File: src/design/esd_pkg.sv
// Package for the string escape decoder: shared types, character codes,
// status codes and the small decode functions used by the front end.
// Depends on nothing; every other file of the block but esd_if.sv refers to it.
`default_nettype none

package esd_pkg;

   // Quote handling limits.
   localparam int QUOTE_MAX = 3;
   localparam int HELD_DEPTH = QUOTE_MAX - 1;
   localparam int MAX_RESULTS = 3;
   localparam logic [1:0] QLEN_MAX = 2'(QUOTE_MAX);

   // Result status codes.
   localparam logic [1:0] ST_DATA = 2'd0;
   localparam logic [1:0] ST_END = 2'd1;
   localparam logic [1:0] ST_BAD_HEX = 2'd2;
   localparam logic [1:0] ST_BAD_ESC = 2'd3;

   // Configuration register indexes.
   localparam logic CSR_QUOTE_LEN = 1'b0;
   localparam logic CSR_QUOTE_CHARS = 1'b1;

   // Characters of interest.
   localparam logic [7:0] CH_NUL = 8'h00;
   localparam logic [7:0] CH_BACKSLASH = 8'h5C;
   localparam logic [7:0] CH_DQUOTE = 8'h22;
   localparam logic [7:0] CH_SQUOTE = 8'h27;
   localparam logic [7:0] CH_SLASH = 8'h2F;
   localparam logic [7:0] CH_B = 8'h62;
   localparam logic [7:0] CH_F = 8'h66;
   localparam logic [7:0] CH_N = 8'h6E;
   localparam logic [7:0] CH_R = 8'h72;
   localparam logic [7:0] CH_T = 8'h74;
   localparam logic [7:0] CH_ZERO = 8'h30;
   localparam logic [7:0] CH_NINE = 8'h39;
   localparam logic [7:0] CH_UPPER_A = 8'h41;
   localparam logic [7:0] CH_UPPER_F = 8'h46;
   localparam logic [7:0] CH_LOWER_A = 8'h61;
   localparam logic [7:0] CH_X = 8'h78;
   localparam logic [7:0] CH_U = 8'h75;

   // Control characters produced by escapes.
   localparam logic [7:0] CC_BACKSPACE = 8'h08;
   localparam logic [7:0] CC_FORMFEED = 8'h0C;
   localparam logic [7:0] CC_NEWLINE = 8'h0A;
   localparam logic [7:0] CC_RETURN = 8'h0D;
   localparam logic [7:0] CC_TAB = 8'h09;

   // Parser mode, one-hot.
   typedef enum logic [3:0] {
      MODE_NORMAL = 4'b0001,
      MODE_ESC    = 4'b0010,
      MODE_HEX_X  = 4'b0100,
      MODE_HEX_U  = 4'b1000
   } mode_type;

   // Configuration register contents.
   typedef struct packed {
      logic [1:0]  quote_len;
      logic [23:0] quote_chars;
   } cfg_type;

   // One result item.
   typedef struct packed {
      logic [7:0] data;
      logic [1:0] status;
   } slot_type;

   // All results caused by one request, oldest in slot 0.
   typedef struct packed {
      logic [1:0]                     count;
      slot_type [MAX_RESULTS-1:0]     slot;
   } bundle_type;

   typedef struct packed {
      logic       ok;
      logic [3:0] value;
   } hex_type;

   typedef struct packed {
      logic       known;
      logic [7:0] value;
   } esc_type;

   // Value of one hex digit character.
   function automatic hex_type hex_decode(input logic [7:0] c);
      hex_type r;
      r = '0;
      if (c >= CH_ZERO && c <= CH_NINE) begin
         r.ok = 1'b1;
         r.value = 4'(c - CH_ZERO);
      end else if (c >= CH_UPPER_A && c <= CH_UPPER_F) begin
         r.ok = 1'b1;
         r.value = 4'(c - CH_UPPER_A + 8'd10);
      end else if (c >= CH_LOWER_A && c <= CH_F) begin
         r.ok = 1'b1;
         r.value = 4'(c - CH_LOWER_A + 8'd10);
      end
      return r;
   endfunction

   // Single-byte escapes; the hex escapes are handled by the caller.
   function automatic esc_type esc_decode(input logic [7:0] c);
      esc_type r;
      r.known = 1'b1;
      r.value = c;
      case (c)
         CH_DQUOTE, CH_SQUOTE, CH_BACKSLASH, CH_SLASH: r.value = c;
         CH_B: r.value = CC_BACKSPACE;
         CH_F: r.value = CC_FORMFEED;
         CH_N: r.value = CC_NEWLINE;
         CH_R: r.value = CC_RETURN;
         CH_T: r.value = CC_TAB;
         CH_ZERO: r.value = CH_NUL;
         default: r.known = 1'b0;
      endcase
      return r;
   endfunction

endpackage

`default_nettype wire

File: src/design/esd_if.sv
// Valid/ready channel interfaces of the string escape decoder: request,
// response and configuration write. No dependencies.
`default_nettype none

interface esd_req_if;
   logic       valid;
   logic       ready;
   logic [7:0] in_byte;
   logic       first;

   modport source (output valid, output in_byte, output first, input ready);
   modport sink (input valid, input in_byte, input first, output ready);
endinterface

interface esd_rsp_if;
   logic       valid;
   logic       ready;
   logic [7:0] out_byte;
   logic [1:0] status;
   logic       last;

   modport source (output valid, output out_byte, output status, output last,
                   input ready);
   modport sink (input valid, input out_byte, input status, input last,
                 output ready);
endinterface

interface esd_csr_if;
   logic        valid;
   logic        ready;
   logic        index;
   logic [23:0] data;

   modport source (output valid, output index, output data, input ready);
   modport sink (input valid, input index, input data, output ready);
endinterface

`default_nettype wire

File: src/design/string_escape_decoder_unit.sv
// String escape decoder. Accepts one source byte per cycle while the result
// queue has room and produces the decoded bytes, an end result at the
// closing quote or a NUL, or an error result carrying the offending byte.
// The front end decodes each byte in the cycle it is accepted and writes
// the zero to three results it causes into a queue of QUEUE_DEPTH entries;
// the back end delivers one result per cycle while the receiver is ready.
// Sustained rate is one byte per cycle while bytes give at most one result
// each and the output is not stalled; \u escapes of two or three UTF-8
// bytes are set by the single output port. The first result of a byte
// passes through the queue entry and then the output stage register
// before it is offered.
// Depends on esd_pkg, the channel interfaces and the esd_* submodules.
`default_nettype none

module string_escape_decoder_unit #(
   parameter int QUEUE_DEPTH = 4
) (
   input  wire          clock,
   input  wire          reset,
   esd_req_if.sink      req_bus,
   esd_rsp_if.source    rsp_bus,
   esd_csr_if.sink      csr_bus
);

   esd_pkg::cfg_type    cfg;
   esd_pkg::bundle_type push_data;
   esd_pkg::bundle_type pop_data;
   logic                push_valid;
   logic                queue_full;
   logic                pop;
   logic                pop_valid;

   // Configuration registers.
   esd_csr u_csr (
      .clock (clock),
      .reset (reset),
      .csr   (csr_bus),
      .cfg   (cfg)
   );

   // Byte decode.
   esd_front u_front (
      .clock      (clock),
      .reset      (reset),
      .req        (req_bus),
      .cfg        (cfg),
      .queue_full (queue_full),
      .push_valid (push_valid),
      .push_data  (push_data)
   );

   // Result bundle queue.
   esd_queue #(
      .DEPTH (QUEUE_DEPTH)
   ) u_queue (
      .clock      (clock),
      .reset      (reset),
      .push_valid (push_valid),
      .push_data  (push_data),
      .full       (queue_full),
      .pop        (pop),
      .pop_valid  (pop_valid),
      .pop_data   (pop_data)
   );

   // Result delivery.
   esd_back u_back (
      .clock       (clock),
      .reset       (reset),
      .queue_valid (pop_valid),
      .queue_data  (pop_data),
      .pop         (pop),
      .rsp         (rsp_bus)
   );

endmodule

`default_nettype wire

File: src/design/esd_csr.sv
// Configuration registers of the string escape decoder (quote length and
// quote bytes). Depends on esd_pkg and esd_csr_if.
`default_nettype none

module esd_csr (
   input  wire                clock,
   input  wire                reset,
   esd_csr_if.sink            csr,
   output esd_pkg::cfg_type   cfg
);

   logic [1:0]  quote_len_ff;
   logic [1:0]  quote_len_in;
   logic [23:0] quote_chars_ff;
   logic [23:0] quote_chars_in;

   // Writes are always taken.
   assign csr.ready = 1'b1;

   // Register decode.
   always_comb begin
      quote_len_in = quote_len_ff;
      quote_chars_in = quote_chars_ff;
      if (csr.valid) begin
         case (csr.index)
            esd_pkg::CSR_QUOTE_LEN: quote_len_in = csr.data[1:0];
            esd_pkg::CSR_QUOTE_CHARS: quote_chars_in = csr.data;
            default: quote_len_in = quote_len_ff;
         endcase
      end
   end

   always_ff @(posedge clock) begin
      if (reset) begin
         quote_len_ff <= 2'd1;
         quote_chars_ff <= 24'd34;
      end else begin
         quote_len_ff <= quote_len_in;
         quote_chars_ff <= quote_chars_in;
      end
   end

   assign cfg.quote_len = quote_len_ff;
   assign cfg.quote_chars = quote_chars_ff;

endmodule

`default_nettype wire

File: src/design/esd_front.sv
// Front end of the string escape decoder: accepts one source byte per
// cycle while the result queue has room, keeps the parser state and builds
// the bundle of results that the byte causes. Depends on esd_pkg and esd_req_if.
`default_nettype none

module esd_front (
   input  wire                   clock,
   input  wire                   reset,
   esd_req_if.sink               req,
   input  esd_pkg::cfg_type      cfg,
   input  wire                   queue_full,
   output logic                  push_valid,
   output esd_pkg::bundle_type   push_data
);

   esd_pkg::mode_type mode_ff, mode_in, mode_cur;
   logic [15:0] hex_value_ff, hex_value_in, hex_value_cur, hex_next;
   logic [2:0]  hex_left_ff, hex_left_in, hex_left_cur, hex_left_next;
   logic [7:0]  held_ff [esd_pkg::HELD_DEPTH];
   logic [7:0]  held_in [esd_pkg::HELD_DEPTH];
   logic [1:0]  held_cnt_ff, held_cnt_in, held_cnt_cur;
   logic        finished_ff, finished_in, finished_cur;
   logic        accept;

   // Working values of the decode.
   logic [7:0]  c;
   logic [1:0]  cnt;
   logic [1:0]  qlen;
   logic [1:0]  sel;
   logic [2:0]  span;
   logic        found;
   logic [7:0]  win_q [esd_pkg::QUOTE_MAX];
   logic [esd_pkg::QUOTE_MAX-1:0] match;
   esd_pkg::hex_type hex_d;
   esd_pkg::esc_type esc_d;
   esd_pkg::bundle_type bundle;

   assign req.ready = !queue_full;
   assign accept = req.valid && req.ready;
   assign c = req.in_byte;

   // Decode of one byte against the current parser state.
   always_comb begin
      // A first byte starts from cleared state.
      if (req.first) begin
         mode_cur = esd_pkg::MODE_NORMAL;
         hex_value_cur = '0;
         hex_left_cur = '0;
         held_cnt_cur = '0;
         finished_cur = 1'b0;
      end else begin
         mode_cur = mode_ff;
         hex_value_cur = hex_value_ff;
         hex_left_cur = hex_left_ff;
         held_cnt_cur = held_cnt_ff;
         finished_cur = finished_ff;
      end

      mode_in = mode_cur;
      hex_value_in = hex_value_cur;
      hex_left_in = hex_left_cur;
      held_cnt_in = held_cnt_cur;
      finished_in = finished_cur;
      for (int j = 0; j < esd_pkg::HELD_DEPTH; j++) begin
         held_in[j] = held_ff[j];
      end
      bundle = '0;

      // Quote window: held bytes followed by the new byte.
      cnt = (held_cnt_cur > 2'(esd_pkg::HELD_DEPTH)) ? 2'(esd_pkg::HELD_DEPTH)
                                                      : held_cnt_cur;
      qlen = (cfg.quote_len > esd_pkg::QLEN_MAX) ? esd_pkg::QLEN_MAX : cfg.quote_len;
      for (int k = 0; k < esd_pkg::QUOTE_MAX; k++) begin
         if (k < esd_pkg::HELD_DEPTH) begin
            win_q[k] = held_ff[k];
         end else begin
            win_q[k] = c;
         end
      end
      win_q[cnt] = c;

      // Prefix match of the window from each starting offset.
      for (int s = 0; s < esd_pkg::QUOTE_MAX; s++) begin
         match[s] = 1'b1;
         for (int i = 0; i < esd_pkg::QUOTE_MAX; i++) begin
            if (s + i < esd_pkg::QUOTE_MAX) begin
               if (i < int'(qlen) && (s + i) <= int'(cnt)
                   && win_q[s + i] != cfg.quote_chars[8*i +: 8]) begin
                  match[s] = 1'b0;
               end
            end
         end
      end

      // Oldest offset that still matches, or the new byte alone.
      found = 1'b0;
      sel = cnt;
      for (int s = 0; s < esd_pkg::QUOTE_MAX; s++) begin
         if (!found && s <= int'(cnt) && (match[s] || s == int'(cnt))) begin
            found = 1'b1;
            sel = 2'(s);
         end
      end
      span = 3'(cnt) - 3'(sel) + 3'd1;

      hex_d = esd_pkg::hex_decode(c);
      esc_d = esd_pkg::esc_decode(c);
      hex_next = {hex_value_cur[11:0], hex_d.value};
      hex_left_next = (hex_left_cur != 3'd0) ? hex_left_cur - 3'd1 : 3'd0;

      if (!finished_cur) begin
         case (mode_cur)
            esd_pkg::MODE_ESC: begin
               mode_in = esd_pkg::MODE_NORMAL;
               if (c == esd_pkg::CH_X) begin
                  mode_in = esd_pkg::MODE_HEX_X;
                  hex_value_in = '0;
                  hex_left_in = 3'd2;
               end else if (c == esd_pkg::CH_U) begin
                  mode_in = esd_pkg::MODE_HEX_U;
                  hex_value_in = '0;
                  hex_left_in = 3'd4;
               end else if (esc_d.known) begin
                  bundle.count = 2'd1;
                  bundle.slot[0] = '{data: esc_d.value, status: esd_pkg::ST_DATA};
               end else begin
                  bundle.count = 2'd1;
                  bundle.slot[0] = '{data: c, status: esd_pkg::ST_BAD_ESC};
                  finished_in = 1'b1;
                  held_cnt_in = '0;
               end
            end

            esd_pkg::MODE_HEX_X, esd_pkg::MODE_HEX_U: begin
               if (!hex_d.ok) begin
                  bundle.count = 2'd1;
                  bundle.slot[0] = '{data: c, status: esd_pkg::ST_BAD_HEX};
                  finished_in = 1'b1;
                  held_cnt_in = '0;
                  mode_in = esd_pkg::MODE_NORMAL;
               end else begin
                  hex_value_in = hex_next;
                  hex_left_in = hex_left_next;
                  if (hex_left_next == 3'd0) begin
                     mode_in = esd_pkg::MODE_NORMAL;
                     hex_value_in = '0;
                     // Byte value, or the UTF-8 form of the code point.
                     if (mode_cur == esd_pkg::MODE_HEX_X || hex_next < 16'h0080) begin
                        bundle.count = 2'd1;
                        bundle.slot[0] = '{data: hex_next[7:0],
                                           status: esd_pkg::ST_DATA};
                     end else if (hex_next < 16'h0800) begin
                        bundle.count = 2'd2;
                        bundle.slot[0] = '{data: {3'b110, hex_next[10:6]},
                                           status: esd_pkg::ST_DATA};
                        bundle.slot[1] = '{data: {2'b10, hex_next[5:0]},
                                           status: esd_pkg::ST_DATA};
                     end else begin
                        bundle.count = 2'd3;
                        bundle.slot[0] = '{data: {4'b1110, hex_next[15:12]},
                                           status: esd_pkg::ST_DATA};
                        bundle.slot[1] = '{data: {2'b10, hex_next[11:6]},
                                           status: esd_pkg::ST_DATA};
                        bundle.slot[2] = '{data: {2'b10, hex_next[5:0]},
                                           status: esd_pkg::ST_DATA};
                     end
                  end
               end
            end

            default: begin
               // Normal text.
               if (c == esd_pkg::CH_NUL) begin
                  // Held bytes go out as text, then the end.
                  for (int k = 0; k < esd_pkg::MAX_RESULTS; k++) begin
                     if (k < int'(cnt)) begin
                        bundle.slot[k] = '{data: win_q[k], status: esd_pkg::ST_DATA};
                     end
                  end
                  bundle.slot[cnt] = '{data: esd_pkg::CH_NUL, status: esd_pkg::ST_END};
                  bundle.count = cnt + 2'd1;
                  finished_in = 1'b1;
                  held_cnt_in = '0;
                  mode_in = esd_pkg::MODE_NORMAL;
               end else begin
                  // Bytes ahead of the matching offset are released as text.
                  for (int k = 0; k < esd_pkg::MAX_RESULTS; k++) begin
                     if (k < int'(sel)) begin
                        bundle.slot[k] = '{data: win_q[k], status: esd_pkg::ST_DATA};
                     end
                  end
                  if (match[sel] && span >= 3'(qlen)) begin
                     // Whole quote seen.
                     bundle.slot[sel] = '{data: esd_pkg::CH_NUL,
                                          status: esd_pkg::ST_END};
                     bundle.count = sel + 2'd1;
                     finished_in = 1'b1;
                     held_cnt_in = '0;
                     mode_in = esd_pkg::MODE_NORMAL;
                  end else if (match[sel]) begin
                     // Proper prefix of the quote: hold it.
                     bundle.count = sel;
                     held_cnt_in = 2'(span);
                     for (int j = 0; j < esd_pkg::HELD_DEPTH; j++) begin
                        if (int'(sel) + j < esd_pkg::QUOTE_MAX) begin
                           held_in[j] = win_q[int'(sel) + j];
                        end
                     end
                  end else begin
                     // The new byte stands alone.
                     held_cnt_in = '0;
                     if (c == esd_pkg::CH_BACKSLASH) begin
                        mode_in = esd_pkg::MODE_ESC;
                        bundle.count = sel;
                     end else begin
                        bundle.slot[sel] = '{data: c, status: esd_pkg::ST_DATA};
                        bundle.count = sel + 2'd1;
                     end
                  end
               end
            end
         endcase
      end
   end

   assign push_valid = accept && (bundle.count != 2'd0);
   assign push_data = bundle;

   // Parser state.
   always_ff @(posedge clock) begin
      if (reset) begin
         mode_ff <= esd_pkg::MODE_NORMAL;
         hex_value_ff <= '0;
         hex_left_ff <= '0;
         held_cnt_ff <= '0;
         finished_ff <= 1'b0;
      end else if (accept) begin
         mode_ff <= mode_in;
         hex_value_ff <= hex_value_in;
         hex_left_ff <= hex_left_in;
         held_cnt_ff <= held_cnt_in;
         finished_ff <= finished_in;
      end
   end

   // Held quote bytes carry no reset.
   always_ff @(posedge clock) begin
      if (accept) begin
         for (int j = 0; j < esd_pkg::HELD_DEPTH; j++) begin
            held_ff[j] <= held_in[j];
         end
      end
   end

`ifndef SYNTHESIS
   // A finished literal keeps no held bytes and no open escape.
   assert property (@(posedge clock) disable iff (reset)
      finished_ff |-> (held_cnt_ff == 2'd0 && mode_ff == esd_pkg::MODE_NORMAL))
      else $error("finished literal with held bytes or open escape");

   // Never more held bytes than the holding store.
   assert property (@(posedge clock) disable iff (reset)
      held_cnt_ff <= 2'(esd_pkg::HELD_DEPTH))
      else $error("held byte count beyond store");
`endif

endmodule

`default_nettype wire

File: src/design/esd_queue.sv
// Short queue of result bundles between the front and back ends of the
// string escape decoder. Depends on esd_pkg.
`default_nettype none

module esd_queue #(
   parameter int DEPTH = 4
) (
   input  wire                   clock,
   input  wire                   reset,
   input  wire                   push_valid,
   input  esd_pkg::bundle_type   push_data,
   output logic                  full,
   input  wire                   pop,
   output logic                  pop_valid,
   output esd_pkg::bundle_type   pop_data
);

   localparam int PTR_W = (DEPTH > 1) ? $clog2(DEPTH) : 1;
   localparam int CNT_W = $clog2(DEPTH + 1);

   esd_pkg::bundle_type entry_ff [DEPTH];
   logic [PTR_W-1:0] wr_ptr_ff, wr_ptr_in;
   logic [PTR_W-1:0] rd_ptr_ff, rd_ptr_in;
   logic [CNT_W-1:0] count_ff, count_in;
   logic             do_pop;

   assign full = (count_ff == CNT_W'(DEPTH));
   assign pop_valid = (count_ff != '0);
   assign pop_data = entry_ff[rd_ptr_ff];
   assign do_pop = pop && pop_valid;

   // Pointer and fill count updates.
   always_comb begin
      wr_ptr_in = wr_ptr_ff;
      rd_ptr_in = rd_ptr_ff;
      if (push_valid) begin
         wr_ptr_in = (wr_ptr_ff == PTR_W'(DEPTH - 1)) ? '0 : PTR_W'(wr_ptr_ff + 1'b1);
      end
      if (do_pop) begin
         rd_ptr_in = (rd_ptr_ff == PTR_W'(DEPTH - 1)) ? '0 : PTR_W'(rd_ptr_ff + 1'b1);
      end
      count_in = CNT_W'(count_ff + CNT_W'(push_valid) - CNT_W'(do_pop));
   end

   always_ff @(posedge clock) begin
      if (reset) begin
         wr_ptr_ff <= '0;
         rd_ptr_ff <= '0;
         count_ff <= '0;
      end else begin
         wr_ptr_ff <= wr_ptr_in;
         rd_ptr_ff <= rd_ptr_in;
         count_ff <= count_in;
      end
   end

   // Entry storage.
   always_ff @(posedge clock) begin
      if (push_valid) begin
         entry_ff[wr_ptr_ff] <= push_data;
      end
   end

`ifndef SYNTHESIS
   // The front end never writes into a full queue.
   assert property (@(posedge clock) disable iff (reset)
      push_valid |-> !full)
      else $error("push into full result queue");

   // Fill count stays within the depth.
   assert property (@(posedge clock) disable iff (reset)
      count_ff <= CNT_W'(DEPTH))
      else $error("result queue count beyond depth");
`endif

endmodule

`default_nettype wire

File: src/design/esd_back.sv
// Back end of the string escape decoder: takes one bundle at a time from
// the queue and hands its results out one per cycle while the receiver is
// ready, marking the last. Depends on esd_pkg and esd_rsp_if.
`default_nettype none

module esd_back (
   input  wire                   clock,
   input  wire                   reset,
   input  wire                   queue_valid,
   input  esd_pkg::bundle_type   queue_data,
   output logic                  pop,
   esd_rsp_if.source             rsp
);

   esd_pkg::bundle_type cur_ff;
   logic [1:0]          idx_ff, idx_in;
   logic                busy_ff, busy_in;
   logic                is_last;
   logic                sent;
   logic                done;
   esd_pkg::slot_type   slot;

   assign slot = cur_ff.slot[idx_ff];
   assign is_last = (idx_ff == cur_ff.count - 2'd1);
   assign sent = rsp.valid && rsp.ready;
   assign done = sent && is_last;
   assign pop = (!busy_ff || done) && queue_valid;

   assign rsp.valid = busy_ff;
   assign rsp.out_byte = slot.data;
   assign rsp.status = slot.status;
   assign rsp.last = is_last;

   // Step through the slots of the current bundle.
   always_comb begin
      busy_in = busy_ff;
      idx_in = idx_ff;
      if (pop) begin
         busy_in = 1'b1;
         idx_in = '0;
      end else if (done) begin
         busy_in = 1'b0;
      end else if (sent) begin
         idx_in = idx_ff + 2'd1;
      end
   end

   always_ff @(posedge clock) begin
      if (reset) begin
         busy_ff <= 1'b0;
         idx_ff <= '0;
      end else begin
         busy_ff <= busy_in;
         idx_ff <= idx_in;
      end
   end

   always_ff @(posedge clock) begin
      if (pop) begin
         cur_ff <= queue_data;
      end
   end

`ifndef SYNTHESIS
   // Only bundles with results reach the back end.
   assert property (@(posedge clock) disable iff (reset)
      busy_ff |-> cur_ff.count != 2'd0)
      else $error("empty bundle in output stage");

   // The slot index stays inside the current bundle.
   assert property (@(posedge clock) disable iff (reset)
      busy_ff |-> idx_ff < cur_ff.count)
      else $error("slot index past bundle end");
`endif

endmodule

`default_nettype wire

File: src/flat_wrapper.sv
// flat-port wrapper written by rule: the top's interface ports become plain ports
module string_escape_decoder_unit_flat 
#(
   parameter int QUEUE_DEPTH = 4
)
  (clock, reset, req_bus_valid, req_bus_in_byte, req_bus_first, req_bus_ready, rsp_bus_valid, rsp_bus_out_byte, rsp_bus_status, rsp_bus_last, rsp_bus_ready, csr_bus_valid, csr_bus_index, csr_bus_data, csr_bus_ready);
  esd_req_if req_bus_i ();
  esd_rsp_if rsp_bus_i ();
  esd_csr_if csr_bus_i ();
  input  wire clock;
  input  wire reset;
  input wire logic [$bits(req_bus_i.valid)-1:0] req_bus_valid;
  input wire logic [$bits(req_bus_i.in_byte)-1:0] req_bus_in_byte;
  input wire logic [$bits(req_bus_i.first)-1:0] req_bus_first;
  output wire logic [$bits(req_bus_i.ready)-1:0] req_bus_ready;
  output wire logic [$bits(rsp_bus_i.valid)-1:0] rsp_bus_valid;
  output wire logic [$bits(rsp_bus_i.out_byte)-1:0] rsp_bus_out_byte;
  output wire logic [$bits(rsp_bus_i.status)-1:0] rsp_bus_status;
  output wire logic [$bits(rsp_bus_i.last)-1:0] rsp_bus_last;
  input wire logic [$bits(rsp_bus_i.ready)-1:0] rsp_bus_ready;
  input wire logic [$bits(csr_bus_i.valid)-1:0] csr_bus_valid;
  input wire logic [$bits(csr_bus_i.index)-1:0] csr_bus_index;
  input wire logic [$bits(csr_bus_i.data)-1:0] csr_bus_data;
  output wire logic [$bits(csr_bus_i.ready)-1:0] csr_bus_ready;
  assign req_bus_i.valid = req_bus_valid;
  assign req_bus_i.in_byte = req_bus_in_byte;
  assign req_bus_i.first = req_bus_first;
  assign req_bus_ready = req_bus_i.ready;
  assign rsp_bus_valid = rsp_bus_i.valid;
  assign rsp_bus_out_byte = rsp_bus_i.out_byte;
  assign rsp_bus_status = rsp_bus_i.status;
  assign rsp_bus_last = rsp_bus_i.last;
  assign rsp_bus_i.ready = rsp_bus_ready;
  assign csr_bus_i.valid = csr_bus_valid;
  assign csr_bus_i.index = csr_bus_index;
  assign csr_bus_i.data = csr_bus_data;
  assign csr_bus_ready = csr_bus_i.ready;
  string_escape_decoder_unit #(.QUEUE_DEPTH(QUEUE_DEPTH)) u_core (.clock(clock), .reset(reset), .req_bus(req_bus_i), .rsp_bus(rsp_bus_i), .csr_bus(csr_bus_i));
endmodule
File: config.mk
export PLATFORM = sky130hd
export DESIGN_NAME = string_escape_decoder_unit_flat
export DESIGN_NICKNAME = d
export VERILOG_FILES = /design/src/design/esd_pkg.sv /design/src/design/esd_if.sv /design/src/design/string_escape_decoder_unit.sv /design/src/design/esd_csr.sv /design/src/design/esd_front.sv /design/src/design/esd_queue.sv /design/src/design/esd_back.sv /design/src/flat_wrapper.sv
export SDC_FILE = /design/constraint.sdc
export NUM_CORES = 1
export LEC_CHECK = 0
export ABC_CLOCK_PERIOD_IN_PS = 21300
export BUFFER_PORTS_ARGS = -buffer_cell sky130_fd_sc_hd__clkbuf_2
export CAP_MARGIN = 20
export CORE_ASPECT_RATIO = 1.2
export CORE_MARGIN = 4
export CORE_UTILIZATION = 50
export DETAILED_ROUTE_END_ITERATION = 6
export PLACE_DENSITY = 0.67
export SYNTH_ARGS = -nofsm -noshare
export SYNTH_HDL_FRONTEND = slang
export SYNTH_SLANG_ARGS = --single-unit
File: constraint.sdc
create_clock -name clock -period 21.3 [get_ports clock]
set_input_delay 2.13 -clock clock [delete_from_list [all_inputs] [get_ports clock]]
set_output_delay 2.13 -clock clock [all_outputs]
set_load 0.005 [all_outputs]
After elaboration in Yosys (flattened, before gate mapping)
Memories as Yosys holds them, arrays and structs flattened. A register that Yosys moved wholly into a read port is not among the register bits.
Cells that the tools add are included.
{ "word_totals": {"register_bits": 62, "ram_bits": 144, "inputBits": 39, "out_inout_bits": 14, "wordCells": 297, "n_memories": 2} }
{ "op_classes": {"add_sub_neg": 17, "magnitude_cmp": 33, "n_eq_ne": 27, "n_mux": 144, "bitwise": 11, "reduce_logical": 51} }
{ "memory_table": {"columns": ["memory", "depth", "width", "rd", "rd_ports_with_merged_regs", "write_ports", "line", "rtl"], "rows": [
  ["u_core.u_queue.entry_ff", 4, 32, 1, 1, 1, "esd_queue.sv:21", "esd_pkg::bundle_type entry_ff [DEPTH];"],
  ["u_core.u_front.held_ff", 2, 8, 2, 0, 2, "esd_front.sv:19", "logic [7:0] held_ff [esd_pkg::HELD_DEPTH];"]
]} }
{ "ops": {"columns": ["operator", "count"], "rows": [
  ["2-to-1 mux 10 bit", 33],
  ["2-to-1 mux 16 bit", 11],
  ["2-to-1 mux 32 bit", 4],
  ["== test 8 x 7 -> 1 bit (second input constant)", 8],
  [">= comparator 32 x 3 -> 1 bit (second input constant)", 2],
  ["2-to-1 mux 30 bit", 2],
  ["2-to-1 mux 8 bit", 7],
  ["AND 27 bit", 2],
  ["NOT 27 bit", 2],
  ["inequality test 8 bit", 6],
  ["case mux 8 bit (6 select lines)", 1],
  ["demux 10 bit (select 2 bit)", 2],
  ["2-to-1 mux 2 bit", 20],
  ["2-to-1 mux 20 bit", 2],
  ["2-to-1 mux 4 bit", 10],
  ["case mux 20 bit (2 select lines)", 1],
  ["binary-select mux 8 bit (select 2 bit)", 2],
  ["== test 8 x 6 -> 1 bit (second input constant)", 4],
  ["less-than comparator 32 x 3 -> 1 bit (second input constant)", 1],
  ["NOT 2 -> 32 bit", 1],
  ["NOT 3 -> 32 bit", 1],
  ["case mux 16 bit (2 select lines)", 1],
  ["bitwise mux 30 bit", 1],
  ["logical AND 1 bit", 28],
  ["other kinds (61)", 131]
]} }

Logic depth before layout (Yosys ltp)
Gate-level depths: netlist (run 1).
{ "logic_depth": {"ltp_word": 40, "mapped_depth": 26} }

Hierarchy
Synthesis (run 1) repeated with hierarchy kept, for this count alone.
{ "hier_totals": {"hier_cells": 1093, "area_unflattened_um2": 12487.0} }
{ "by_module_without_submodules": {"columns": ["mod", "n_inst", "cells_per_inst", "area_per_inst_um2"], "rows": [
  ["esd_queue", 1, 214, 5153.7],
  ["esd_front", 1, 666, 4778.3],
  ["esd_back", 1, 94, 1420.1],
  ["esd_csr", 1, 119, 1134.8]
]} }

Least setup slack after synthesis (run 1)
Ideal clock, no wire load.
{ "synth_timing": {"path_kind": "input to register", "from": "input port req_bus_first", "to": "memory u_core.u_queue.entry_ff[0][0] (netlist bit) (enable)", "setup_time_ns": 0.463, "arrival_time_ns": 8.376, "t_required_ns": 20.837, "path_slack_ns": 12.461, "stages": 19, "path_buffers": 4, "path_cell_list": "buf_6 nor3b_4 buf_6 mux2i_2 a2bb2oi_1 a2bb2oi_1 o211ai_1 o221ai_1 clkbuf_1 clkbuf_1 ha_1 inv_1 ha_1 nand2b_1 a211oi_1 o21ai_0 a211oi_2 nor3_2 a211oi_1"} }
{ "synth_between": {"elab_chain_cells": 36, "elab_cells_between_ends": 89, "classes_between": "5 x add/sub; 8 x order compare; 11 x eq/ne; 35 x mux; 1 x bitwise; 29 x reduce/logical"} }
{ "synth_lines": {"columns": ["element", "line", "rtl"], "rows": [
  ["from (decl)", "flat_wrapper.sv:14", "input wire logic [$bits(req_bus_i.first)-1:0] req_bus_first;"],
  ["2-to-1 mux 2 bit", "esd_front.sv:45", "if (req.first) begin"],
  ["greater-than comparator 2 bit", "esd_front.sv:70", "cnt = (held_cnt_cur > 2'(esd_pkg::HELD_DEPTH)) ? 2'(esd_pkg::HELD_DEPTH)"],
  ["2-to-1 mux 2 bit", "esd_front.sv:70", null],
  ["NOT 2 -> 3 bit (implied by the code)", "esd_front.sv:80", "win_q[cnt] = c;"],
  [">= comparator 3 bit (implied by the code) / less-than comparator 3 x 1 -> 1 bit (equally long branches)", "esd_front.sv:80", null],
  ["logical AND 1 bit (implied by the code)", "esd_front.sv:80", null],
  ["2-to-1 mux 8 bit (implied by the code)", "esd_front.sv:80", null],
  ["demux 8 bit (select 2 bit)", "esd_front.sv:80", null],
  ["(+20 left out)", null, null],
  ["2-to-1 mux 32 bit", "esd_front.sv:192", "if (match[sel] && span >= 3'(qlen)) begin"],
  ["2-to-1 mux 32 bit", "esd_front.sv:173", "if (c == esd_pkg::CH_NUL) begin"],
  ["case mux 2 bit (2 select lines)", "esd_front.sv:112", "case (mode_cur)"],
  ["2-to-1 mux 32 bit (*)", "esd_front.sv:111", "if (!finished_cur) begin"],
  ["nonzero test 2 bit (*)", "esd_front.sv:226", "assign push_valid = accept && (bundle.count != 2'd0);"],
  ["logical AND 1 bit (*)", "esd_front.sv:226", null],
  ["2-to-1 mux 1 bit (*)", "esd_queue.sv:59", "if (push_valid) begin"],
  ["2-to-1 mux 1 bit (implied by the code) (*)", "esd_queue.sv:60", "entry_ff[wr_ptr_ff] <= push_data;"],
  ["to (decl)", "esd_queue.sv:21", null]
]} }
Every way passes the cells marked *; elsewhere a longest branch is shown, timed or not. The select of a mux whose other input is x is not followed.

Worst setup path after layout (run 1)
{ "layout_timing": {"from": "input port req_bus_first", "to": "register u_core.u_queue.count_ff[2]"} }
{ "layout_between": {"elab_chain_cells": 36, "elab_cells_between_ends": 89, "classes_between": "7 x add/sub; 8 x order compare; 11 x eq/ne; 33 x mux; 1 x bitwise; 29 x reduce/logical"} }
{ "layout_lines": {"columns": ["element", "line", "rtl"], "rows": [
  ["2-to-1 mux 2 bit", "esd_front.sv:45", null],
  ["greater-than comparator 2 bit", "esd_front.sv:70", null],
  ["2-to-1 mux 2 bit", "esd_front.sv:70", null],
  ["NOT 2 -> 3 bit (implied by the code)", "esd_front.sv:80", null],
  [">= comparator 3 bit (implied by the code) / less-than comparator 3 x 1 -> 1 bit (equally long branches)", "esd_front.sv:80", null],
  ["logical AND 1 bit (implied by the code)", "esd_front.sv:80", null],
  ["2-to-1 mux 8 bit (implied by the code)", "esd_front.sv:80", null],
  ["demux 8 bit (select 2 bit)", "esd_front.sv:80", null],
  ["(+20 left out)", null, null],
  ["2-to-1 mux 32 bit", "esd_front.sv:192", null],
  ["2-to-1 mux 32 bit", "esd_front.sv:173", null],
  ["case mux 2 bit (2 select lines)", "esd_front.sv:112", null],
  ["2-to-1 mux 32 bit (*)", "esd_front.sv:111", null],
  ["nonzero test 2 bit (*)", "esd_front.sv:226", null],
  ["logical AND 1 bit (*)", "esd_front.sv:226", null],
  ["adder 3 x 1 -> 3 bit (*)", "esd_queue.sv:42", "count_in = CNT_W'(count_ff + CNT_W'(push_valid) - CNT_W'(do_pop));"],
  ["subtractor 3 x 1 -> 3 bit (*)", "esd_queue.sv:42", null],
  ["to (signal assigned)", "esd_queue.sv:53", "count_ff <= count_in;"],
  ["to (decl)", "esd_queue.sv:24", "logic [CNT_W-1:0] count_ff, count_in;"]
]} }
Marked as above.
A chain may end at the register's enable or synchronous reset.

==> impl.org, run 1 <==
** Worst setup path
- Critical register-to-register path startpoint :: u_core.u_front.held_cnt_ff[0]
- Slack of the worst reg-to-reg path :: ~15000 ps
- Worst path required time :: 21690 ps
- The worst setup path is captured at a flip-flop.
- Arrival time worst endpoint :: 8420 ps
- For the worst flop-to-flop path, the logic depth is 23.
- In this run the worst path has a maximum fanout of 27.
- Launching element type of the critical path :: input port
- In this run the critical register-to-register path is captured at u_core.u_queue.count_ff[2].
- By startpoint and endpoint, the worst setup path is classified as input port to flip-flop.

** Synthesis
- The netlist uses 80 different library cells.
- The Yosys step of the flow raised 0 warnings.
- Most frequent cells after synthesis :: sky130_fd_sc_hd__edfxtp_1, sky130_fd_sc_hd__nand2_1, sky130_fd_sc_hd__a21oi_1, sky130_fd_sc_hd__nor2_1, sky130_fd_sc_hd__dfxtp_1
- Synthesis inferred 224 register bits.
- Most numerous cell in the Yosys netlist :: sky130_fd_sc_hd__edfxtp_1
- Number of flops mapped to enable cells by yosys :: 166
- Post-synthesis instance total :: 1087
- A synthesized cell averages roughly 11 um2.
- Counting every net in the synthesized netlist gives 1150.
- The cell area that synthesis handed to floorplanning was 0.01181 mm2.
- Leading area contributor after synthesis :: sky130_fd_sc_hd__edfxtp_1
- The share of synthesized area in the top cell type comes to 0.4222.
- The most used flip-flop cell after synthesis is sky130_fd_sc_hd__edfxtp_1.
- Of the synthesized area, sequential elements account for 0.5205.
- Top cells by area in the synthesized netlist :: sky130_fd_sc_hd__edfxtp_1, sky130_fd_sc_hd__dfxtp_1, sky130_fd_sc_hd__mux4_2, sky130_fd_sc_hd__nand2_1, sky130_fd_sc_hd__a21oi_1
- Async set or reset register ratio after synthesis :: 0

** GRT
- Entering global routing, the biggest net connects 63 pins.
- Number of global-route vias before repair :: 8633
- The initial antenna violation count is 0.
- The first global-routing pass estimated 49120 um of wire.
- Combined global-route utilization of all metal layers :: 0.2372
- After global routing the overflow that remains totals 0.

** Die
- Initial core utilization :: 0.5089
- The floorplan step set the die width to about 150 um.
- Die boundary height :: 176.3 um
- 53 I/O pins were placed.
- Count of standard-cell rows :: 61
- CORE AREA :: roughly 0.023 mm2
- Die outline area :: 0.02615 mm2

** Worst hold path
- The worst hold path passes through 2 cells.
- The worst hold path belongs to the class flip-flop to flip-flop.
- Terminating pin of the worst hold path :: u_core.u_csr.quote_chars_ff[17]
- Worst hold path startpoint :: u_core.u_csr.quote_chars_ff[17]

** Cells and area
- Once layout is complete, the utilization of the core stands at 0.5636.
- Total Nets Final :: 1173
- Number of diodes :: 0
- Share of post-route cells with drive strength above 1 :: 0.1384
- The area growth from synthesis to layout is 10.75%.
- Area taken by multi-input logic gates :: about 0.0053 mm2
- Across the whole layout, storage elements account for 0.006147 mm2.
- Summing all non-filler instances in the final layout gives an area of 0.01308 mm2.
- Count of fill cells added during filler insertion :: 2089

** Drt
- Count of vias placed by the detailed router :: around 8.9k
- Dividing the detail-routed wire length by the instance count gives 21.60 um.
- In this run, the number of DRC markers left after iteration 0 of detailed routing was 745.
- After detailed routing, the number of vias per cell comes to 6.158.
- The first detailed-routing pass ran for 6 iterations.
- DRC viols :: 0
- Post-route antenna net violation count :: 0
- Wire length after detailed routing :: 31150 um

** STA
- Final cycle utilization of the critical path :: 0.3767
- Clock skew on the completed layout was measured at between 20 and 25 ps.
- Final setup vio count :: 0
- The worst pin sits at a relative slew slack of 0.4067.
- For the pin with the worst max-slew slack, the measured transition is a little under 900 ps.
- Max Clk Rate :: approximately 120 MHz
- RSZ-0062 raised after global routing :: no
- Setup TNS after final layout :: 0 ps
- Hold violation total from the final report :: 0
- The final count of pins violating max slew was 0.
- Tmin final :: approximately 8000 ps

** Clock tree
- TritonCTS clock tree :: yes
- Worst skew pair latency :: 530 ps
- Post-CTS clock slew at the launch and capture registers of the worst setup and hold paths :: 70 ps
- Clk sink count :: 224
- The longest clock path from root to sink contains 3 buffers.
- H-tree levels :: 1
- Number of clock buffers inserted by TritonCTS :: 23
- The number of hold buffers added after CTS was 0.
- After clock tree synthesis, the setup repair step added 0 buffers.
- Once the clock tree was built, the resizer swapped 0 gates to a different size.
- CTS Root Buffer Type :: sky130_fd_sc_hd__clkbuf_16

** Power and ir drop
- Leakage power :: around 4.7 nW
- Of the total power, combinational logic draws 0.203.
- Power per Cell Area :: 92.73 mW/mm2
- VDD sags by at most roughly 0.000062 V.
- Portion of total power attributed to the clock network :: 0.324
- Switching part of the total :: 0.2720
- Cell Int Power :: 882.8 uW
- Sw power :: 329.8 uW
- The share of total power dissipated in sequential elements is 0.472.

** Placement
- HPWL after DPL :: 21520 um
- At the end of routability-driven placement, the weighted congestion stood at 0.9349.
- Placed inst area :: 0.01234 mm2
- Buffers placed on the I/O ports in this run total 51.

** Flow run
- Max-cap violation count :: 0

** Run status
- The run finished with clean final reports.
power groups by stage:
stage	Sequential (mW)	Clock, mW	Combinational (mW)
after floorplan	0.576	0	0.177
after global placement	0.581	0	0.247
after detailed placement	0.582	0	0.251
after CTS	0.574	0.400	0.252
after global routing	0.578	0.420	0.272
final	0.573	0.393	0.247
layout by cell type (no fill, tap or decap), drive strengths merged, types with 5 or more instances in the layout:
| cell | n |
|---|---|
| edfxtp | 166 |
| nand2 | 121 |
| a21oi | 92 |
| clkbuf | 81 |
| nor2 | 76 |
| dfxtp | 58 |
| o21ai | 56 |
| inv | 44 |
| mux4 | 30 |
| mux2i | 29 |
| nor3 | 25 |
| xor2 | 24 |
| nor2b | 24 |
| ha | 23 |
| nand3 | 17 |
| o22ai | 15 |
| buf | 15 |
| nor4 | 15 |
| a211oi | 14 |
| a22oi | 13 |
| or3 | 12 |
| nand3b | 11 |
| a31oi | 11 |
| a32oi | 11 |
| a221o | 10 |
| nand2b | 9 |
| xnor2 | 8 |
| a21o | 8 |
| o31ai | 8 |
| clkinv | 8 |
| a221oi | 7 |
| o211ai | 7 |
| and2 | 7 |
| nor3b | 7 |
| a211o | 5 |
| o21a | 5 |
through the flow:
stage,hold slack (ps),power [mW],setup slack [ps],instances
floorplan,447.2,0.7523,12460,1087
global placement,455.7,0.8271,12950,1399
detailed placement,460.5,0.8338,12860,1399
CTS,468.8,1.225,13370,1441
global route,497.5,1.270,12860,1442
finish,469.1,1.213,13280,1442
worst max-delay path by stage:
stage / startpoint / to / slack (ps) / cells past startpoint
final: req_bus_first / u_core.u_queue.count_ff[2] / 13280 / 24
after detailed placement: req_bus_first / u_core.u_queue.count_ff[2] / 12860 / 24
after global placement: req_bus_first / u_core.u_queue.count_ff[2] / 12950 / 24
after global routing: req_bus_first / u_core.u_queue.count_ff[2] / 12860 / 24
after floorplan: req_bus_first / u_core.u_queue.entry_ff[0][0] / 12460 / 19
after CTS: req_bus_first / u_core.u_queue.count_ff[2] / 13370 / 24
registers in the layout, indices dropped and copies added (netlist names):
name	flops
u_core.u_front.hex_left_ff	3
u_core.u_queue.wr_ptr_ff	2
u_core.u_front.held_ff	16
u_core.u_back.idx_ff	2
u_core.u_front.mode_ff	4
u_core.u_queue.rd_ptr_ff	2
u_core.u_back.rsp.valid	1
u_core.u_csr.quote_len_ff	2
u_core.u_queue.entry_ff	120
u_core.u_front.held_cnt_ff	2
u_core.u_front.finished_ff	1
u_core.u_back.cur_ff	30
u_core.u_front.hex_value_ff	12
u_core.u_queue.count_ff	3
u_core.u_csr.quote_chars_ff	24
final cells by class:
type | instances | share of cell area
clock buffer | 29 | 0.04650
clock inverter | 13 | 0.009473
timing repair buffer | 67 | 0.02871
sequential | 224 | 0.4701
tap | 315 | 0.03014
inverter | 43 | 0.01234
multi-input combinational | 751 | 0.4027
logic make-up after synthesis:
kind of cell    after synthesis  synth area share
simple gates                340            0.1420
compound gates              294            0.1647
flops                       224            0.5205
buf+inv                     112           0.03868
mux                          60           0.08403
xor+xnor                     32           0.02374
fa+ha+maj                    24           0.02607
other cells                   1         0.0003176
critical path: stages:
cell	delay, ps
sky130_fd_sc_hd__clkbuf_2	360
sky130_fd_sc_hd__nor3b_4	260
sky130_fd_sc_hd__buf_4	330
sky130_fd_sc_hd__mux2i_1	560
sky130_fd_sc_hd__nor3_1	130
sky130_fd_sc_hd__a2111oi_2	250
sky130_fd_sc_hd__o211ai_1	220
sky130_fd_sc_hd__nor2_1	340
sky130_fd_sc_hd__nor3_2	180
sky130_fd_sc_hd__ha_1	310
sky130_fd_sc_hd__inv_1	40
sky130_fd_sc_hd__ha_1	300
sky130_fd_sc_hd__ha_1	300
sky130_fd_sc_hd__a211oi_1	330
sky130_fd_sc_hd__o21ai_0	330
sky130_fd_sc_hd__nand3_1	260
sky130_fd_sc_hd__nand3_1	350
sky130_fd_sc_hd__a21o_1	280
sky130_fd_sc_hd__ha_1	270
sky130_fd_sc_hd__inv_1	40
sky130_fd_sc_hd__ha_1	210
sky130_fd_sc_hd__fa_1	410
sky130_fd_sc_hd__xnor2_1	160
sky130_fd_sc_hd__nor2_1	50
routing by layer:
| metal | share of wire | global-route usage | vias to the layer above |
|---|---|---|---|
| met5 | 0 | 0 | - |
| met1 | 0.41 | 0.3150 | 4298 |
| met4 | 0.034 | 0.08163 | 0 |
| met3 | 0.066 | 0.02824 | 76 |
| li1 | - | - | 4128 |
| met2 | 0.49 | 0.4054 | 378 |
No activity file was read; power rests on OpenSTA's default activity.
==> inputs of run 2 (changes only) <==
--- a/config.mk
+++ b/config.mk
@@ -5,7 +5,7 @@
 export SDC_FILE = /design/constraint.sdc
 export NUM_CORES = 1
 export LEC_CHECK = 0
-export ABC_CLOCK_PERIOD_IN_PS = 21300
+export ABC_CLOCK_PERIOD_IN_PS = 8260
 export BUFFER_PORTS_ARGS = -buffer_cell sky130_fd_sc_hd__clkbuf_2
 export CAP_MARGIN = 20
 export CORE_ASPECT_RATIO = 1.2
==> constraint.sdc (replaced) <==
create_clock -name clock -period 8.26 [get_ports clock]
set_input_delay 0.826 -clock clock [delete_from_list [all_inputs] [get_ports clock]]
set_output_delay 0.826 -clock clock [all_outputs]
set_load 0.005 [all_outputs]
==> run 2 against run 1 <==
Compared with the run above: core utilization hardly changed; critical endpoint unchanged; global-route usage is 0.24 points higher; largest power group unchanged; worst setup slack worse by 12000 ps; register-to-register slack worse by 13000 ps; clock power is 150% higher; highest routed layer unchanged; clock skew is 15 ps lower; flip-flop and latch count stayed put; power grew to 2.5 times the previous value; clock-buffer cell count is 2 higher.
==> impl.org, run 2 (synthesis gave the netlist of run 1 again) <==
** Placement
- Placed inst area :: 0.01238 mm2
- At the placement stage, the worst setup path has a slack of 1236 ps.
- Routability-driven placement finished with a final weighted congestion of 0.9783.
- In this run the tool buffered the top-level ports with 51 buffer cells.
- Once detailed placement completed, the half-perimeter wirelength came to between 20000 and 25000 um.

** Clock tree
- Number of clock buffers inserted by TritonCTS :: 23
- CTS Buffer Depth :: 3
- The clock reaches the later pin of the worst-skew pair after ~530 ps.
- In this run, post-CTS hold repair placed 0 buffers.
- Post-CTS clock slew at the launch and capture registers of the worst setup and hold paths :: 60 ps
- Postcts setup bufs :: 0
- TritonCTS built the clock tree.
- CTS Root Buffer Type :: sky130_fd_sc_hd__clkbuf_16
- Clk sink count :: 224
- After clock tree synthesis, the repair step resized 0 gates.
- CTS built an H-tree with a depth of 1.

** Drt
- Dividing the detail-routed wire length by the instance count gives 21.52 um.
- After detailed routing, the number of remaining DRC violations is 0.
- Post-route antenna net violation count :: 0
- Number of iterations in the first detailed-routing pass :: 5
- The detailed router placed 8829 vias in this run.
- Count of routing violations after the opening detailed-route iteration :: 822
- Via-per-instance ratio :: ~6.1
- Wire length after detailed routing :: slightly above 30000 um

** Die
- CORE AREA :: 0.02320 mm2
- Die boundary height :: around 180 um
- The floorplan step set the die width to 148.3 um.
- Pin placement for this block handled 53 I/O pins.
- Row generation in the floorplan step produced 61 rows.
- Initial core utilization :: 0.5089
- The floorplan step defined a die boundary enclosing ~0.026 mm2.

** Power and ir drop
- Leakage power :: 4.688 nW
- Power spread over the standard cell area amounts to around 240 mW/mm2.
- The internal portion of the total power is 2.223 mW.
- Combinational share of power :: 0.208
- Sw power :: 862.4 uW
- The share of total power dissipated in sequential elements is 0.480.
- Maximum VDD drop :: 0.0001524 V
- Of the total power, the share spent switching nets is 0.2795.
- Portion of total power attributed to the clock network :: 0.313

** Cells and area
- Top reg by flops :: u_core.u_queue.entry_ff
- Most common library cell in the layout ignoring fill and taps :: sky130_fd_sc_hd__edfxtp_1
- After filler insertion, the fill cell instance count of the layout stands at approximately 2.1k.
- Relative to the synthesized area, the layout overhead comes to 10.73%.
- Most frequent cells in the layout :: sky130_fd_sc_hd__edfxtp_1, sky130_fd_sc_hd__nand2_1, sky130_fd_sc_hd__a21oi_1, sky130_fd_sc_hd__nor2_1, sky130_fd_sc_hd__dfxtp_1
- 0 antenna diodes ended up in the layout.
- Share of post-route cells with drive strength above 1 :: 0.1405
- The finished cells cover 0.01308 mm2.
- Registers with the highest flip-flop counts :: u_core.u_queue.entry_ff (120), u_core.u_back.cur_ff (30), u_core.u_csr.quote_chars_ff (24)
- The net count of the finished layout is 1178.
- The register with the most flip-flops in the layout has 120 of them.

** STA
- Hold violation total from the final report :: 0
- At the pin with the least slew margin, the transition time is 922.3 ps.
- RSZ-0062 raised after global routing :: no
- Final cycle utilization of the critical path :: 0.7948
- Post-route worst hold slack :: 464.1 ps
- Max Clk Rate :: 152.3 MHz
- Max-Slew Margin vs Limit :: 0.3843
- Number of pins exceeding their max-slew limit in the final report :: 0
- After layout, the minimum clock period comes to between 6000 and 7000 ps.
- Final setup vio count :: 0
- Setup TNS after final layout :: 0 ps
- Worst clock skew :: around 7.5 ps
- Setup slack on the critical path of the routed design comes to 1695 ps.

** GRT
- The global routing stage identified its most utilized layer as met2.
- Gr ovfl total :: 0
- For met2 alone, demand over resource in global routing was 0.4161.
- Global-route met1 utilization :: 0.3093
- For this run, the total global-route usage over all layers was measured as 0.2395.
- The initial antenna violation count was 0.
- For this run, global-route usage on met3 was measured as 0.03184.
- First-pass GRT wire length :: around 49000 um
- Entering global routing, the biggest net connects 63 pins.
- The via count of the first global-routing pass was about 8.6k.

** Worst setup path
- Kind of end point of the critical path :: flip-flop
- By startpoint and endpoint, the worst setup path is classified as flip-flop to flip-flop.
- Data arrives at the worst endpoint at slightly below 7000 ps.
- Launching element type of the critical path :: flip-flop
- Largest fanout on the critical path :: 10
- STA puts the critical path data required time at ~8700 ps.

** Flow run
- Max-cap violations in this run came to 0.

** Run status
- Outcome :: complete, no violations

** Worst hold path
- In this run the worst hold path is classified as flip-flop to flip-flop.
run 2: changes by cell type in the layout (fill, tap and decap cells not counted), sizes merged:
cell | previous run | this run
bufinv | 2 | 0
clkinv | 8 | 7
inv | 44 | 46
clkbuf | 81 | 82
buf | 15 | 21
clkinvlp | 2 | 1
run 2: area by class of cell:
| class | count | area, um2 | share of cell area |
|---|---|---|---|
| clock inverters | 11 | 80.08 | 0.006124 |
| multi-input cells | 751 | 5266 | 0.4028 |
| flip-flops and latches | 224 | 6147 | 0.4701 |
| inverters | 43 | 161.4 | 0.01234 |
| well taps | 315 | 394.1 | 0.03014 |
| repair buffers | 72 | 410.4 | 0.03139 |
| clock buffers | 31 | 615.6 | 0.04708 |
run 2: power groups by stage:
stage	registers [mW]	logic, mW	clock network [mW]
global placement	1.50	0.645	0
global route	1.49	0.709	1.04
detailed placement	1.51	0.653	0
CTS	1.48	0.657	0.983
floorplan	1.48	0.456	0
finish	1.48	0.641	0.964
run 2: path summary, 6_finish.rpt:
check	slack, ps	cells after the start	end	startpoint
max	1690	22	u_core.u_queue.count_ff[2]	u_core.u_front.held_cnt_ff[0]
min	460	2	u_core.u_csr.quote_chars_ff[18]	u_core.u_csr.quote_chars_ff[18]
max reg2reg	1690	22	u_core.u_queue.count_ff[2]	u_core.u_front.held_cnt_ff[0]
min reg2reg	460	2	u_core.u_csr.quote_chars_ff[18]	u_core.u_csr.quote_chars_ff[18]
run 2: metrics by stage:
stage                       util  power [mW]  instances
after floorplan                -       1.940       1087
after global placement    0.5333       2.145       1404
final                     0.5635       3.086       1447
after global routing      0.5635       3.240       1447
after detailed placement  0.5335       2.159       1405
after CTS                 0.5635       3.122       1447
run 2: metal layers:
layer / share of wire / vias up / wire length [um]
li1: - / 4144 / -
met1: 0.40 / 4260 / 12500
met2: 0.50 / 352 / 15550
met3: 0.065 / 73 / 2029
met4: 0.034 / 0 / 1067
met5: 0 / - / 0
run 2: critical path, cell delays in order (launching register included):
cell and delay (ps):
sky130_fd_sc_hd__dfxtp_1 380, sky130_fd_sc_hd__nor3b_4 710, sky130_fd_sc_hd__mux2i_1 600, sky130_fd_sc_hd__nor3_1 150
sky130_fd_sc_hd__a2111oi_2 230, sky130_fd_sc_hd__o211ai_1 230, sky130_fd_sc_hd__nor2_1 330, sky130_fd_sc_hd__nor3_2 180
sky130_fd_sc_hd__ha_1 320, sky130_fd_sc_hd__inv_1 40, sky130_fd_sc_hd__ha_1 310, sky130_fd_sc_hd__ha_1 300
sky130_fd_sc_hd__a211oi_1 330, sky130_fd_sc_hd__o21ai_0 320, sky130_fd_sc_hd__nand3_1 250, sky130_fd_sc_hd__nand3_1 350
sky130_fd_sc_hd__a21o_1 280, sky130_fd_sc_hd__ha_1 270, sky130_fd_sc_hd__inv_1 40, sky130_fd_sc_hd__ha_1 200
sky130_fd_sc_hd__fa_1 400, sky130_fd_sc_hd__xnor2_1 160, sky130_fd_sc_hd__nor2_1 50
==> inputs of run 3 (changes only) <==
--- a/config.mk
+++ b/config.mk
@@ -5,14 +5,14 @@
 export SDC_FILE = /design/constraint.sdc
 export NUM_CORES = 1
 export LEC_CHECK = 0
-export ABC_CLOCK_PERIOD_IN_PS = 8260
+export ABC_CLOCK_PERIOD_IN_PS = 5700
 export BUFFER_PORTS_ARGS = -buffer_cell sky130_fd_sc_hd__clkbuf_2
 export CAP_MARGIN = 20
 export CORE_ASPECT_RATIO = 1.2
 export CORE_MARGIN = 4
 export CORE_UTILIZATION = 50
 export DETAILED_ROUTE_END_ITERATION = 6
-export PLACE_DENSITY = 0.67
+export PLACE_DENSITY = 0.7
 export SYNTH_ARGS = -nofsm -noshare
 export SYNTH_HDL_FRONTEND = slang
 export SYNTH_SLANG_ARGS = --single-unit
==> constraint.sdc (replaced) <==
create_clock -name clock -period 5.7 [get_ports clock]
set_input_delay 0.57 -clock clock [delete_from_list [all_inputs] [get_ports clock]]
set_output_delay 0.57 -clock clock [all_outputs]
set_load 0.005 [all_outputs]
==> run 3 against run 2 <==
Compared with the run above: highest routed layer unchanged; core utilization rose by 1.7 points; largest cell class unchanged; clock-buffer cell count fell by 2; sequential share of layout area fell by 1.4 points; cell area rose by 3.0%; clock skew rose by 8.3 ps; first-iteration DRC count fell by 5.1%; largest power group unchanged; cell count rose by 2.5%; worst setup slack got worse by 1400 ps; die area did not move; global-route usage rose by 0.089 points.
==> impl.org, run 3 (synthesis gave the netlist of run 1 again) <==
** Drt
- Count of vias placed by the detailed router :: approximately 9k
- Count of routing violations after the opening detailed-route iteration :: 780
- In the routed layout, each cell is associated on average with a via count of 6.055.
- The first TritonRoute pass finished after 5 iterations.
- In this run the remaining antenna-violating nets after routing total 0.
- After detailed routing, the number of remaining DRC violations is 0.
- Detail-routed net length per standard cell :: 21.17 um
- After detailed routing, the total wire length is 31400 um.

** Die
- The die is ~180 um tall.
- The total area inside the core boundary comes to about 0.023 mm2.
- Count of boundary I/O pins :: 53
- The die covers ~0.026 mm2.
- For this configuration, the core starts out at a cell density of 0.5089.
- Die outline width :: 148.3 um
- Row generation in the floorplan step produced around 60 rows.

** Placement
- Placement-stage worst setup slack :: 26.73 ps
- Port-buffer cells :: 51
- HPWL after DPL :: 22850 um
- Cell count after placement :: 1441
- Weighted congestion at the end of routability-driven global placement :: 0.9864

** Cells and area
- From synthesis to final layout, the design area changed by 14.07%.
- The register with the most flip-flops in the layout has 120 of them.
- Share of post-route cells with drive strength above 1 :: 0.1721
- 0 antenna diodes ended up in the layout.
- In the layout the commonest cells are sky130_fd_sc_hd__edfxtp_1, sky130_fd_sc_hd__nand2_1, sky130_fd_sc_hd__a21oi_1, sky130_fd_sc_hd__nor2_1, sky130_fd_sc_hd__dfxtp_1.
- The largest registers in the layout are u_core.u_queue.entry_ff (120), u_core.u_back.cur_ff (30), u_core.u_csr.quote_chars_ff (24).
- Most common library cell in the layout ignoring fill and taps :: sky130_fd_sc_hd__edfxtp_1
- At the end of the flow, the number of nets in the layout was roughly 1.2k.
- Top reg by flops :: u_core.u_queue.entry_ff
- After the flow finishes, the layout carries non-filler instances totaling 1483.

** Power and ir drop
- Maximum VDD drop :: 0.0002101 V
- The analysis attributes to cell leakage a power of between 4 and 5 nW.
- Dividing total power by cell area gives a power density of around 330 mW/mm2.

** Worst setup path
- The critical path is of the flip-flop to flip-flop type.
- Tracing the worst setup path back leads to its startpoint at u_core.u_front.held_cnt_ff[0].
- The worst register-to-register path has a setup slack of 320 ps.
- Along the worst path, the maximum fanout reaches 17.
- STA classifies the critical path startpoint as a flip-flop.
- In this run the critical register-to-register path is captured at u_core.u_queue.count_ff[2].
- Worst path required time :: 6100 ps
- Depth of the worst register-to-register path :: 23
- In this run the critical register-to-register path is launched from u_core.u_front.held_cnt_ff[0].
- Arrival time worst endpoint :: a little under 6000 ps
- Kind of end point of the critical path :: flip-flop

** Clock tree
- After clock tree synthesis, the clock-pin slew on the worst setup and hold paths is 60 ps.
- Post-cts gate resize count :: 0
- In this run, CTS created clock tree buffers numbering 23.
- Hold repair after CTS inserted 0 buffers.
- No sink is reached through more buffers than the 3 on the longest clock path.
- For this design, the sink count on the clock tree is 224.
- The later pin in the worst-skew pair is clocked with a latency of between 500 and 600 ps.
- H-tree levels :: 1
- TritonCTS clock tree :: yes
- The root buffer cell chosen for the clock tree is sky130_fd_sc_hd__clkbuf_16.
- Postcts setup bufs :: 0

** STA
- Setup violations remaining at the end of the flow were counted as 0.
- Dividing the final minimum period by the clock period gives 0.9430.
- At the pin with the least slew margin, the transition time is 866.5 ps.
- Setup repair after global routing left no endpoint under its margin.
- Fin worst setup slack :: 324.8 ps
- Hold violation total from the final report :: 0
- After routing, the total negative slack on setup checks comes to 0 ps.
- Max Clk Rate :: 186.0 MHz
- Max-Slew Margin vs Limit :: 0.4216
- Tmin final :: about 5400 ps
- Across the routed clock network, the largest skew measured is 15.81 ps.
- Number of pins exceeding their max-slew limit in the final report :: 0

** GRT
- Combined global-route utilization of all metal layers :: 0.2404
- The via count of the first global-routing pass came to 8873.
- Initial antenna violation count :: 0
- Gr ovfl total :: 0
- The first global-routing pass estimated 49720 um of wire.
- Pin count of the biggest net entering global routing :: 63

** Worst hold path
- Terminating pin of the worst hold path :: u_core.u_csr.quote_chars_ff[13]
- In this run the worst hold path is classified as input port to flip-flop.
- The worst hold path was traced through 3 stages.
- Worst hold path startpoint :: csr_bus_data[13]

** Flow run
- Max-cap violations in this run came to 0.

** Run status
- Outcome :: complete, no violations
-- run 3: changes by cell type in the layout (fill, tap and decap cells not counted), moves of 2 or more --
cell | previous run | this run
sky130_fd_sc_hd__mux2i_1 | 26 | 23
sky130_fd_sc_hd__buf_4 | 20 | 52
sky130_fd_sc_hd__mux2i_4 | 0 | 2
sky130_fd_sc_hd__buf_12 | 0 | 5
-- run 3: final cells by class --
cell class,instances,area (um2)
fill,2032,9733
sequential,224,6147
multi-input combinational,751,5311
timing repair buffer,108,745.7
clock buffer,29,598.1
tap,315,394.1
inverter,43,161.4
clock inverter,13,111.4
-- run 3: worst max-delay path, stage by stage, from the launching register on --
cell	delay, ps
sky130_fd_sc_hd__dfxtp_1	380
sky130_fd_sc_hd__nor3b_4	250
sky130_fd_sc_hd__buf_12	200
sky130_fd_sc_hd__mux2i_4	280
sky130_fd_sc_hd__a2bb2oi_1	250
sky130_fd_sc_hd__a2bb2oi_1	180
sky130_fd_sc_hd__o211ai_1	180
sky130_fd_sc_hd__nor2_1	220
sky130_fd_sc_hd__nor3_2	60
sky130_fd_sc_hd__ha_1	260
sky130_fd_sc_hd__inv_1	40
sky130_fd_sc_hd__ha_1	310
sky130_fd_sc_hd__ha_1	320
sky130_fd_sc_hd__a211oi_2	270
sky130_fd_sc_hd__o21ai_1	210
sky130_fd_sc_hd__a211oi_2	370
sky130_fd_sc_hd__nor3_4	140
sky130_fd_sc_hd__a21o_1	210
sky130_fd_sc_hd__ha_1	270
sky130_fd_sc_hd__inv_1	40
sky130_fd_sc_hd__ha_1	200
sky130_fd_sc_hd__fa_1	400
sky130_fd_sc_hd__xnor2_1	170
sky130_fd_sc_hd__nor2_1	50
-- run 3: through the flow --
step	util	area [um2]	power [mW]	hold WS [ps]
detailed placement	0.5499	12760	3.141	466.5
floorplan	-	11910	2.819	447.2
global placement	0.5499	12760	3.117	460.0
CTS	0.5805	13470	4.561	243.4
finish	0.5805	13470	4.509	252.3
global route	0.5805	13470	4.734	245.5
-- run 3: worst max-delay path by stage --
| stage | to | slack [ps] | cells after the start |
|---|---|---|---|
| after detailed placement | u_core.u_queue.count_ff[2] | 30 | 24 |
| after global routing | u_core.u_queue.count_ff[1] | 3 | 22 |
| after floorplan | u_core.u_queue.count_ff[2] | 20 | 24 |
| final | u_core.u_queue.count_ff[2] | 320 | 23 |
| after global placement | u_core.u_queue.count_ff[2] | 140 | 24 |
| after CTS | u_core.u_queue.count_ff[2] | 350 | 23 |
-- run 3: power breakdown --
part / internal (mW) / leakage, nW / switching, mW
registers: 2.05 / 2.11 / 0.0884
logic: 0.419 / 2.44 / 0.529
clock network: 0.798 / 0.344 / 0.623
total: 3.27 / 4.90 / 1.24
-- run 3: routing by layer --
metal,vias to the layer above,wire [um],track usage
li1,4221,-,-
met1,4282,12450,0.3019
met2,392,15820,0.4245
met3,84,1867,0.03081
met4,0,1258,0.09203
met5,-,0,0
